[config.mk]
export PLATFORM = sky130hd
export DESIGN_NAME = sbus_frame_receiver_top
export DESIGN_NICKNAME = d
export VERILOG_FILES = /design/src/rtl/core/sfr_pkg.sv /design/src/rtl/core/sfr_front.sv /design/src/rtl/core/sfr_queue.sv /design/src/rtl/core/sfr_back.sv /design/src/rtl/core/sbus_frame_receiver_top.sv
export SDC_FILE = /design/constraint.sdc
export NUM_CORES = 1
export LEC_CHECK = 0
export CAP_MARGIN = 25
export CELL_PAD_IN_SITES_DETAIL_PLACEMENT = 0
export CELL_PAD_IN_SITES_GLOBAL_PLACEMENT = 1
export CORE_ASPECT_RATIO = 1.25
export CORE_UTILIZATION = 40
export DETAILED_ROUTE_END_ITERATION = 6
export DONT_BUFFER_PORTS = 1
export PLACE_DENSITY = 0.58
export SETUP_SLACK_MARGIN = 0.4
export SYNTH_ARGS = -nofsm -noshare
export SYNTH_HDL_FRONTEND = slang
export SYNTH_HIERARCHICAL = 1
export SYNTH_SLANG_ARGS = --single-unit
[constraint.sdc]
create_clock -name clk_i -period 18.2 [get_ports clk_i]
set_input_delay 0.91 -clock clk_i [delete_from_list [all_inputs] [get_ports clk_i]]
set_output_delay 0.91 -clock clk_i [all_outputs]
set_load 0.1 [all_outputs]
[src/rtl/core/sfr_pkg.sv]
package sfr_pkg;

  localparam int unsigned DefFrameBytes   = 25;
  localparam int unsigned DefChannelCount = 8;

  localparam int unsigned MaxChannels = 8;
  localparam int unsigned ByteW       = 8;
  localparam int unsigned RawW        = 11;
  localparam int unsigned ChanW       = 12;
  localparam int unsigned PosW        = 5;
  localparam int unsigned ChIdxW      = $clog2(MaxChannels);
  localparam int unsigned PackBytes   = (MaxChannels * RawW + ByteW - 1) / ByteW;

  localparam logic [ByteW-1:0] SyncByte = 8'h0F;
  localparam int unsigned FailsafeByte  = 23;
  localparam int unsigned FailsafeBit   = 3;

  localparam int unsigned RawLow  = 172;
  localparam int unsigned RawHigh = 1811;
  localparam int unsigned Divisor = RawHigh - RawLow;
  localparam int unsigned Scale   = 1000;
  localparam int unsigned OutBase = 1000;

  localparam int unsigned ScaledW    = 21;
  localparam int unsigned RecipShift = 32;
  localparam int unsigned RecipW     = 22;
  localparam longint unsigned RecipMul =
    ((64'd1 << RecipShift) + 64'(Divisor) - 64'd1) / 64'(Divisor);

  localparam int unsigned QueueDepth = 2;

  typedef struct packed {
    logic [MaxChannels-1:0][RawW-1:0] raw;
    logic                             failsafe;
  } frame_t;

endpackage

[src/rtl/core/sfr_front.sv]
module sfr_front #(
  parameter int unsigned FRAME_BYTES = sfr_pkg::DefFrameBytes
) (
  input  logic                   clk_i,
  input  logic                   rst_ni,
  input  logic                   push_i,
  input  logic [sfr_pkg::ByteW-1:0] rx_data_i,
  output logic                   full_o,
  input  logic                   q_full_i,
  output logic                   q_push_o,
  output sfr_pkg::frame_t        frame_o
);
  import sfr_pkg::*;

  localparam int unsigned IdxW = $clog2(FRAME_BYTES);
  localparam logic [PosW-1:0] LastPos = PosW'(FRAME_BYTES - 1);

  logic [PosW-1:0]  pos_q, pos_d;
  logic [ByteW-1:0] store_q [FRAME_BYTES];
  logic             last;
  logic             take;
  logic [PackBytes*ByteW-1:0] packed_bytes;

  assign last     = (pos_q == LastPos);
  assign full_o   = q_full_i && last;
  assign take     = push_i && !full_o && ((pos_q != '0) || (rx_data_i == SyncByte));
  assign q_push_o = take && last;

  always_comb begin
    pos_d = pos_q;
    if (take) begin
      pos_d = last ? '0 : pos_q + PosW'(1);
    end
  end

  always_ff @(posedge clk_i or negedge rst_ni) begin
    if (!rst_ni) begin
      pos_q <= '0;
    end else begin
      pos_q <= pos_d;
    end
  end

  always_ff @(posedge clk_i) begin
    if (take) begin
      store_q[pos_q[IdxW-1:0]] <= rx_data_i;
    end
  end

  always_comb begin
    for (int i = 0; i < PackBytes; i++) begin
      packed_bytes[i*ByteW +: ByteW] = store_q[i+1];
    end
    for (int k = 0; k < MaxChannels; k++) begin
      frame_o.raw[k] = packed_bytes[k*RawW +: RawW];
    end
    frame_o.failsafe = (pos_q == PosW'(FailsafeByte)) ? rx_data_i[FailsafeBit]
                                                       : store_q[FailsafeByte][FailsafeBit];
  end

endmodule

[src/rtl/core/sfr_queue.sv]
module sfr_queue (
  input  logic            clk_i,
  input  logic            rst_ni,
  input  logic            push_i,
  input  sfr_pkg::frame_t data_i,
  output logic            full_o,
  input  logic            pop_i,
  output logic            empty_o,
  output sfr_pkg::frame_t data_o
);
  import sfr_pkg::*;

  localparam int unsigned PtrW = $clog2(QueueDepth);
  localparam int unsigned CntW = $clog2(QueueDepth + 1);

  frame_t          mem_q [QueueDepth];
  logic [PtrW-1:0] wr_q, rd_q;
  logic [CntW-1:0] cnt_q;
  logic            do_push, do_pop;

  assign full_o  = (cnt_q == CntW'(QueueDepth));
  assign empty_o = (cnt_q == '0);
  assign do_push = push_i && !full_o;
  assign do_pop  = pop_i && !empty_o;
  assign data_o  = mem_q[rd_q];

  always_ff @(posedge clk_i or negedge rst_ni) begin
    if (!rst_ni) begin
      wr_q  <= '0;
      rd_q  <= '0;
      cnt_q <= '0;
    end else begin
      if (do_push) begin
        wr_q <= (wr_q == PtrW'(QueueDepth - 1)) ? '0 : wr_q + PtrW'(1);
      end
      if (do_pop) begin
        rd_q <= (rd_q == PtrW'(QueueDepth - 1)) ? '0 : rd_q + PtrW'(1);
      end
      unique case ({do_push, do_pop})
        2'b10:   cnt_q <= cnt_q + CntW'(1);
        2'b01:   cnt_q <= cnt_q - CntW'(1);
        default: cnt_q <= cnt_q;
      endcase
    end
  end

  always_ff @(posedge clk_i) begin
    if (do_push) begin
      mem_q[wr_q] <= data_i;
    end
  end

endmodule

[src/rtl/core/sfr_back.sv]
module sfr_back #(
  parameter int unsigned CHANNEL_COUNT = sfr_pkg::DefChannelCount
) (
  input  logic            clk_i,
  input  logic            rst_ni,
  input  logic            q_empty_i,
  input  sfr_pkg::frame_t frame_i,
  output logic            q_pop_o,
  input  logic            pop_i,
  output logic            empty_o,
  output logic [sfr_pkg::MaxChannels-1:0][sfr_pkg::ChanW-1:0] chan_o,
  output logic            failsafe_o
);
  import sfr_pkg::*;

  localparam int unsigned ProdW = ScaledW + RecipW;
  localparam logic [ChIdxW-1:0] LastCh = ChIdxW'(CHANNEL_COUNT - 1);

  typedef enum logic [1:0] {StIdle, StIssue, StDrain} state_e;

  state_e              state_q;
  logic [ChIdxW-1:0]   ch_q;
  logic                out_valid_q;
  logic                issue;
  logic                transfer;

  logic [RawW-1:0]     raw;
  logic                raw_neg;
  logic [RawW-1:0]     raw_mag;

  logic                v1_q, v2_q;
  logic [ChIdxW-1:0]   idx1_q, idx2_q;
  logic                neg1_q, neg2_q;
  logic [ScaledW-1:0]  num1_q;
  logic [ProdW-1:0]    prod;
  logic [RawW-1:0]     quot2_q;

  logic [MaxChannels-1:0][ChanW-1:0] work_q;

  assign issue    = (state_q == StIssue);
  assign transfer = (state_q == StDrain) && !v1_q && !v2_q && (!out_valid_q || pop_i);
  assign q_pop_o  = transfer;
  assign empty_o  = !out_valid_q;

  assign raw     = frame_i.raw[ch_q];
  assign raw_neg = (raw < RawW'(RawLow));
  assign raw_mag = raw_neg ? RawW'(RawLow) - raw : raw - RawW'(RawLow);
  assign prod    = ProdW'(num1_q) * ProdW'(RecipMul);

  always_ff @(posedge clk_i or negedge rst_ni) begin
    if (!rst_ni) begin
      state_q     <= StIdle;
      ch_q        <= '0;
      out_valid_q <= 1'b0;
    end else begin
      if (pop_i && out_valid_q && !transfer) begin
        out_valid_q <= 1'b0;
      end
      unique case (state_q)
        StIdle: begin
          ch_q <= '0;
          if (!q_empty_i) begin
            state_q <= StIssue;
          end
        end
        StIssue: begin
          if (ch_q == LastCh) begin
            state_q <= StDrain;
          end else begin
            ch_q <= ch_q + ChIdxW'(1);
          end
        end
        StDrain: begin
          if (transfer) begin
            out_valid_q <= 1'b1;
            state_q     <= StIdle;
          end
        end
        default: state_q <= StIdle;
      endcase
    end
  end

  always_ff @(posedge clk_i) begin
    if (transfer) begin
      for (int k = 0; k < MaxChannels; k++) begin
        chan_o[k] <= (k < CHANNEL_COUNT) ? work_q[k] : '0;
      end
      failsafe_o <= frame_i.failsafe;
    end
  end

  always_ff @(posedge clk_i or negedge rst_ni) begin
    if (!rst_ni) begin
      v1_q <= 1'b0;
      v2_q <= 1'b0;
    end else begin
      v1_q <= issue;
      v2_q <= v1_q;
    end
  end

  always_ff @(posedge clk_i) begin
    idx1_q  <= ch_q;
    neg1_q  <= raw_neg;
    num1_q  <= ScaledW'(raw_mag) * ScaledW'(Scale);
    idx2_q  <= idx1_q;
    neg2_q  <= neg1_q;
    quot2_q <= prod[RecipShift +: RawW];
    if (v2_q) begin
      work_q[idx2_q] <= neg2_q ? ChanW'(OutBase) - ChanW'(quot2_q)
                               : ChanW'(OutBase) + ChanW'(quot2_q);
    end
  end

endmodule

[src/rtl/core/sbus_frame_receiver_top.sv]
// Channel   Ports                               Handshake
// input     rx_data_i                           push / full
// result    chan0_o..chan7_o, failsafe_flag_o   empty / pop
//
// One byte is taken every cycle while full is low; full rises only on the last byte of a frame
// while both frame queue slots are taken.
// After the last byte, each channel passes in turn through the shared scale pipeline
// (one constant multiply, one reciprocal multiply); the result is then registered.
// Reset returns the byte counter to idle; the frame bytes need no clearing.
// A stalled pop holds the result; the two-frame queue absorbs further frames.
module sbus_frame_receiver_top #(
  parameter int unsigned FRAME_BYTES   = sfr_pkg::DefFrameBytes,
  parameter int unsigned CHANNEL_COUNT = sfr_pkg::DefChannelCount
) (
  input  logic        clk_i,
  input  logic        rst_ni,
  input  logic        push,
  output logic        full,
  input  logic [7:0]  rx_data_i,
  output logic        empty,
  input  logic        pop,
  output logic [11:0] chan0_o,
  output logic [11:0] chan1_o,
  output logic [11:0] chan2_o,
  output logic [11:0] chan3_o,
  output logic [11:0] chan4_o,
  output logic [11:0] chan5_o,
  output logic [11:0] chan6_o,
  output logic [11:0] chan7_o,
  output logic        failsafe_flag_o
);
  import sfr_pkg::*;

  logic   q_push, q_full, q_pop, q_empty;
  frame_t q_in, q_out;
  logic [MaxChannels-1:0][ChanW-1:0] chan;

  sfr_front #(.FRAME_BYTES(FRAME_BYTES)) u_front (
    .clk_i     (clk_i),
    .rst_ni    (rst_ni),
    .push_i    (push),
    .rx_data_i (rx_data_i),
    .full_o    (full),
    .q_full_i  (q_full),
    .q_push_o  (q_push),
    .frame_o   (q_in)
  );

  sfr_queue u_queue (
    .clk_i   (clk_i),
    .rst_ni  (rst_ni),
    .push_i  (q_push),
    .data_i  (q_in),
    .full_o  (q_full),
    .pop_i   (q_pop),
    .empty_o (q_empty),
    .data_o  (q_out)
  );

  sfr_back #(.CHANNEL_COUNT(CHANNEL_COUNT)) u_back (
    .clk_i      (clk_i),
    .rst_ni     (rst_ni),
    .q_empty_i  (q_empty),
    .frame_i    (q_out),
    .q_pop_o    (q_pop),
    .pop_i      (pop),
    .empty_o    (empty),
    .chan_o     (chan),
    .failsafe_o (failsafe_flag_o)
  );

  assign chan0_o = chan[0];
  assign chan1_o = chan[1];
  assign chan2_o = chan[2];
  assign chan3_o = chan[3];
  assign chan4_o = chan[4];
  assign chan5_o = chan[5];
  assign chan6_o = chan[6];
  assign chan7_o = chan[7];

endmodule
==> metrics.md <==
| Metric | Value |
|---|---|
| Endpoints failing setup | `0` |
| Worst rel slew slack | `0.2647` |
| Post-Syn Area per Cell | `16.31 sq um` |
| Initial antenna violation count | `0` |
| Mean routed wirelength per cell | `~21 um` |
| Syn nets | `1,898` |
| Die Wd | `228.4 um` |
| Ys async rst share | `0.03307` |
| CP Max Fanout | `47` |
| Sum Neg Setup Slack | `0 ns` |
| Yosys synthesis warning count | `6` |
| CP Class | `reg -> reg` |
| Top_reg_cell synth | `edfxtp_1` |
| Count of cell types in the netlist | `a little over 80` |
| Final worst path period need | `approximately 8.4 ns` |
| Deepest clock path buffer count | `3` |
| Core Box Area | `~63,000 sq um` |
| Antenna cells | `0` |
| Worst Hold Class | `reg -> reg` |
| CTS Sinks | `just over 500` |
| Clk slew on worst S/H paths | `0.06 ns` |
| I/O Buffers | `0` |
| Slew Limit Fails | `0` |
| Seq cells post-synth | `514` |
| Final #Nets | `1,942` |
| Type of origin of the critical path | `flip-flop` |
| CTS tree | `yes` |
| Drt initial violations | `530` |
| DRC | `0` |
| Post-Synthesis Cell Area | `approximately 26,000 sq um` |
| DR pass1 iterations | `5` |
| Req. time, crit path | `18.64 ns` |
| Clock root buffer | `clkbuf_16` |
| Total CTS buffers | `52` |
| Starting Density | `0.4051` |
| Average vias per placed instance | `4.891` |
| Crit end category | `flip-flop` |
| Postcts setup bufs | `0` |
| Vias in the first global route | `13,459` |
| Post-synthesis sequential area ratio | `0.5844` |
| Clk Latency, worst-skew pair | `just over 0.6 ns` |
| Gate Count Post-Synth | `approximately 1,600` |
| Fmax | `118.6 MHz` |
| EDFF count, synth | `460` |
| Synth top area cells | `edfxtp_1 54%, fa_1 10%, ha_1 8.9%` |
| CTS H-tree depth | `2` |
| First-pass GRT wire length | `80.81 mm` |
| Final period util | `0.4631` |
| FF-to-FF Start | `u_queue/rd_q` |
| Cts hold-fix bufs | `1` |
| Worst-margin pin slew | `1.103 ns` |
| Unrepaired setup endpoints after global routing | `false` |
| Layout Skew | `0.04287 ns` |
| Final wirelength | `52.25 mm` |
| DIE AREA | `65,100 sq um` |
| Die Y | `285.0 um` |
| Commonest non-fill, non-tap cell in the layout | `edfxtp_1` |
| Row count | `103` |
| RePlAce Congestion | `0.7721` |
| Yosys top cell area share | `0.5389` |
| GRT Overall Usage | `0.1654` |
| Largest area contributor in the netlist | `edfxtp_1` |
| # IOs | `around 110` |
| Final hold violation count | `0` |
| Resized Gates After CTS | `0` |
| Outcome | `completed` |
| Hold wc startpoint | `u_back/idx1_q[0]` |
| Largest net degree at the start of global routing | `78` |
| Crit path from | `u_queue/rd_q` |
| GRT overflow | `0` |
| Max cap viols | `0` |
| Synth-to-layout area growth | `10.22%` |
| Hpwl dp | `around 37 mm` |
| Layout cell share with drive strength beyond 1 | `0.1366` |
| Critical Path AT | `8.87 ns` |
| Most frequent cells in the layout | `460 x edfxtp_1, 198 x inv_1, 182 x ha_1` |
| DR vias | `12,203` |
| ANT nets after route | `0` |
cell type report:
cell class,instances,area [sq um]
Tap cell,840,1051
Clock inverter,35,390.4
Inverter,198,743.2
Timing Repair Buffer,17,137.6
Fill cell,5602,35030
Multi-Input combinational cell,832,9594
Sequential cell,514,14980
Clock buffer,59,1349
sequential cells by signal, indices dropped and copies added, names as in the netlist, 3 cells and up:
| name | cells |
|---|---|
| u_front/store_q | 89 |
| u_back/quot2_q | 11 |
| u_back/work_q | 96 |
| u_back/chan_o | 96 |
| u_back/num1_q | 18 |
| u_back/ch_q | 3 |
| u_back/idx1_q | 3 |
| u_back/idx2_q | 3 |
| u_front/pos_q | 5 |
| u_queue/mem_q | 178 |
path summary, 6_finish.rpt:
path,to,slack (ns),depth (start not counted)
max,u_back/num1_q[19],9.77,21
min,u_back/idx2_q[0],0.32,0
max reg2reg,u_back/num1_q[19],9.77,21
min reg2reg,u_back/idx2_q[0],0.32,0
max in group asynchronous,u_queue/rd_q,17.24,2
min in group asynchronous,u_front/pos_q[1],0.56,1
layer usage:
layer | global-route usage | share of wire | up-vias
li1 | - | - | 5784
met1 | 0.1876 | 0.40 | 6189
met2 | 0.3239 | 0.56 | 161
met3 | 0.02160 | 0.024 | 69
met4 | 0.03993 | 0.018 | 0
met5 | 0 | 0 | -
per-stage QoR:
stage	instance area (sq um)	setup WS (ns)	instances	utilization	hold slack (ns)
final	28250	9.771	2495	0.4464	0.3217
after global routing	28250	9.208	2495	0.4464	0.3321
after CTS	28230	9.688	2494	0.4462	0.3283
after detailed placement	26490	9.765	2399	0.4186	0.3121
after global placement	26490	9.972	2399	0.4186	0.3104
after floorplan	25630	11.31	1571	-	0.3096
Yosys cell counts (3+ instances only):
master / count
edfxtp_1: 460
a21o_1: 12
nor2b_1: 7
o21ai_0: 25
a21oi_1: 35
a31oi_1: 3
nand4_1: 10
a22o_1: 4
mux2_2: 9
and3_1: 7
o21a_1: 5
o21bai_1: 8
nand2b_1: 12
xor2_1: 18
nor2_1: 40
clkbuf_1: 6
dfxtp_1: 37
nand3_1: 20
buf_12: 11
buf_6: 4
nor3_1: 18
mux2i_1: 24
nor3b_1: 6
nand2_1: 29
nand3b_1: 3
fa_1: 133
nor4_1: 5
dfrtp_1: 17
and2_1: 16
inv_1: 198
o311ai_0: 3
mux4_1: 16
xnor2_1: 30
mux2_4: 91
ha_1: 182
o211ai_1: 6
clkbuf_8: 3
a211oi_1: 5
critical path, cell delays in order, from the launching register on:
cell	delay, ns
dfrtp_4	0.98
buf_4	0.79
mux2_4	0.35
mux4_1	0.56
nand2_1	0.10
o21a_1	0.26
nand2_2	0.18
a21oi_4	0.40
mux2i_1	0.35
xor2_1	0.57
ha_1	0.35
inv_1	0.07
fa_1	0.43
fa_1	0.54
inv_1	0.05
fa_1	0.47
ha_1	0.36
o21a_1	0.21
a21o_1	0.19
a21oi_1	0.35
o21ai_0	0.20
o311ai_0	0.40
logic make-up after synthesis:
family          count (synthesis)  synth area share
flops                         514            0.5844
fa+ha+maj                     315            0.1927
buf+inv                       225           0.04281
simple gates                  194           0.04184
mux                           144           0.08655
compound gates                131           0.03525
xor+xnor                       48           0.01640
Power is not shown: default switching activity piles up to over one toggle a cycle in this logic, so the estimate is an artifact.
